--- src/gsv_div.sv ---
`timescale 1ns / 1ps
// Restoring serial divider, one quotient bit per cycle, for the window step.
module gsv_div (
  input  logic        clk,
  input  logic        rst_n,
  input  logic        start,
  input  logic [31:0] num,
  input  logic [15:0] den,
  output logic        done,
  output logic [31:0] quot
);

  logic [16:0] rem_r;
  logic [31:0] q_r;
  logic [15:0] den_r;
  logic [5:0]  cnt_r;
  logic        busy_r;
  logic        done_r;
  logic [16:0] rem_sh;
  logic        fits;

  // One trial subtraction per cycle
  assign rem_sh = {rem_r[15:0], q_r[31]};
  assign fits   = (rem_sh >= {1'b0, den_r});

  always_ff @(posedge clk) begin
    if (!rst_n) begin
      busy_r <= 1'b0;
      done_r <= 1'b0;
      cnt_r  <= '0;
    end else begin
      done_r <= 1'b0;
      if (start) begin
        busy_r <= 1'b1;
        cnt_r  <= 6'd32;
      end else if (busy_r) begin
        cnt_r <= cnt_r - 6'd1;
        if (cnt_r == 6'd1) begin
          busy_r <= 1'b0;
          done_r <= 1'b1;
        end
      end
    end
  end

  // Datapath
  always_ff @(posedge clk) begin
    if (start) begin
      rem_r <= '0;
      q_r   <= num;
      den_r <= den;
    end else if (busy_r) begin
      rem_r <= fits ? (rem_sh - {1'b0, den_r}) : rem_sh;
      q_r   <= {q_r[30:0], fits};
    end
  end

  assign done = done_r;
  assign quot = q_r;

endmodule
--- config.mk ---
export PLATFORM = sky130hd
export DESIGN_NAME = gsv_div
export DESIGN_NICKNAME = d
export VERILOG_FILES = /design/src/gsv_div.sv
export SDC_FILE = /design/constraint.sdc
export NUM_CORES = 1
export LEC_CHECK = 0
export BUFFER_PORTS_ARGS = -buffer_cell sky130_fd_sc_hd__buf_2
export CAP_MARGIN = 10
export CORE_MARGIN = 1
export CORE_UTILIZATION = 58
export DETAILED_ROUTE_END_ITERATION = 10
export HOLD_SLACK_MARGIN = 0.15
export PLACE_DENSITY = 0.93
export SLEW_MARGIN = 10
export SYNTH_ARGS = -nofsm -noshare
export SYNTH_HDL_FRONTEND = slang
export SYNTH_SLANG_ARGS = --single-unit
export TNS_END_PERCENT = 10
--- constraint.sdc ---
create_clock -name clk -period 3.6 [get_ports clk]
set_input_delay 0.54 -clock clk [delete_from_list [all_inputs] [get_ports clk]]
set_output_delay 0.54 -clock clk [all_outputs]
set_load 0.01 [all_outputs]
==> out/summary.txt <==
Count leader, synth: edfxtp_1
Chip Width: 81.7 µm
DP Wirelength: 5830 µm
Mapped cell area: 0.00368 mm²
Final Max Tran Viols: 0
WP buf/inv: 1
FF-to-FF Start: rem_r[1]
Maximum VDD drop: 0.000302 V
Sequential share of the synthesized area: 0.522
Routability cong.: 0.860
Worst-Skew Late Latency: 0.36 ns
Crit path kind: flip-flop to flip-flop
Synth top area share: 0.391
Setup violators final: 0
Post-synth top flop: edfxtp_1
Post-CTS Setup Bufs: 0
Post-synth EDFFs: 48
Worst Tran Pin Value: 0.593 ns
Final setup margin: 1.01 ns
Largest delay share family, worst path: compound AO/OA/AOI/OAI gates
Arrival @ worst endpoint: 2.81 ns
# IOs: 84
Worst path cell trace: ha_1 -> o211ai_1 -> a21oi_1 -> o21ai_1 -> a21oi_2 -> nor2_2 -> buf_4 -> mux2i_1 -> o21ai_1
Number of diodes: 0
RSZ-0062 raised after global routing: no
Final #Nets: 482
Crit path from: rem_r[1]
Syn avg cell area: 11.4 µm²
YS warnings: 0
Area leader, netlist: edfxtp_1
Final Hold Viols: 0
PD cells: 450 mW/mm²
Final WL: 8010 µm
IO buf count: 83
Asr flop ratio synth: 0
Overall routing resource usage: 0.258
Setup TNS: 0 ns
Largest net degree at the start of global routing: 30
Via-to-Cell Ratio: 5.76
First-pass GRT wire length: 12700 µm
Final cycle utilization of the critical path: 0.718
Skew final: 0.0128 ns
CTS HTree Levels: 3
Hold Crit Start: den[13]
DRC: 0
Max_cap viols: 0
Post-place setup slack: 1.15 ns
Post-cts resize count: 0
Via count: 2836
Crit path time final: 2.59 ns
Detailed Routing Iterations Pass 1: 5
Initial DRC count: 205
Seq cells post-synth: 72
Ratio of cells with drive above 1 in the final layout: 0.345
Initial antenna violation count: 0
Util after Layout: 0.728
Root Buffer: clkbuf_8
CTS sink count: 72
Clock transition at the registers of the reported paths: 0.09 ns
Post-route ant nets: 0
CP Launch Type: flip-flop
Area growth, synth to finish: 19.2%
R2R cell count: 9
Core ar.: 0.00603 mm²
CP max stage delay: 0.39 ns
Cell depth of the worst hold path: 1
HP Class: input pin to flip-flop
Worst Path Max Fanout: 17
Starting Density: 0.611
TritonCTS buffer count: 9
Synth cell types: 46
Avg WL per Cell: 16.3 µm
Post-CTS Hold Buffers: 0
Most used cell, CP: o21ai_1
CTS tree: built
Post-Syn Nets: 393
WP depth: 9
Leakage Power: 0.00188 µW
Status: complete, no violations
DIE HEIGHT: 81.7 µm
Std-Cell Rows: 28
Number of global-route vias before repair: 2777
CTS Buffer Depth: 2
Worst rel slew slack: 0.605
CP endpoint kind: flip-flop
Top cells by count, synth: edfxtp_1, mux2_2, nor2_1
Area contributors post-synth: edfxtp_1, dfxtp_1, mux2_2
Slowest-stage cell, CP: ha_1
Fmax: 387 MHz
Required time worst endpoint: 3.83 ns
Global route overflow: 0
Layout fillers: 412
Gate Count Post-Synth: 323
Die ar.: 0.00667 mm²
[report_power, final]
group / switching (µW) / total (µW) / internal, µW
sequential: 38.1 / 995 / 957
combinational: 171 / 317 / 146
clock: 335 / 663 / 328
[layout by cell type, fill, tap and decap left out, types with 2 or more instances in the layout]
cell and instances:
a211oi_1 4, a21o_1 2, a21oi_1 16, a21oi_2 2
a32oi_1 3, buf_2 83, buf_4 6, clkbuf_8 9
clkinv_4 2, dfxtp_1 24, edfxtp_1 48, ha_1 18
inv_1 23, mux2_2 31, mux2i_1 7, nand2_1 19
nand2b_1 6, nand3_1 8, nor2_1 29, nor2b_1 2
nor3_1 5, o211ai_1 2, o21a_1 4, o21ai_0 8
o21ai_1 6, o311ai_1 5, o31ai_1 3, or3_1 2
xnor2_1 9, xor2_1 9
[worst register-to-register path, cell delays in order (launching register included)]
cell	delay, ns
dfxtp_1	0.34
ha_1	0.39
o211ai_1	0.20
a21oi_1	0.09
o21ai_1	0.21
a21oi_2	0.09
nor2_2	0.39
buf_4	0.32
mux2i_1	0.30
o21ai_1	0.10
[kinds of logic after synthesis]
logic type,share of synthesized area
adder cells (fa/ha/maj),0.0666
AO/OA/AOI/OAI,0.121
XOR/XNOR,0.0428
flip-flops,0.522
buffers and inverters,0.0377
AND/OR/NAND/NOR,0.0968
multiplexers,0.114
[worst paths after layout]
check	to	slack, ns
worst max-delay path	rem_r[7]	1.01
worst min-delay path	den_r[13]	0.35
worst min register to register	rem_r[3]	0.48
worst max register to register	rem_r[7]	1.01
[layer usage]
layer,share of wire,track usage
met3,0.064,0.0789
met2,0.51,0.448
met4,0.018,0.0772
met1,0.41,0.307
met5,0,0
[cell type report]
type / count / area [µm²] / share of cell area
repair buffers: 89 / 460 / 0.105
clock inverters: 7 / 80.1 / 0.0182
inverters: 23 / 86.3 / 0.0197
clock buffers: 9 / 124 / 0.0282
well taps: 75 / 93.8 / 0.0214
flip-flops and latches: 72 / 1920 / 0.438
multi-input cells: 217 / 1620 / 0.370
[flip-flops by register name, indices dropped and copies added (netlist names)]
| name | count |
|---|---|
| done | 1 |
| busy_r | 1 |
| rem_r | 16 |
| quot | 32 |
| den_r | 16 |
| cnt_r | 6 |
[stage by stage]
step,hold slack (ns),power (µW),cells,instance area (µm²)
after floorplan,0.445,1210,323,3680
after global placement,0.456,1310,476,4190
after detailed placement,0.474,1330,476,4190
after CTS,0.345,1980,492,4390
after global routing,0.338,2050,492,4390
final,0.350,1970,492,4390
Power figures use the tool's default switching activity.
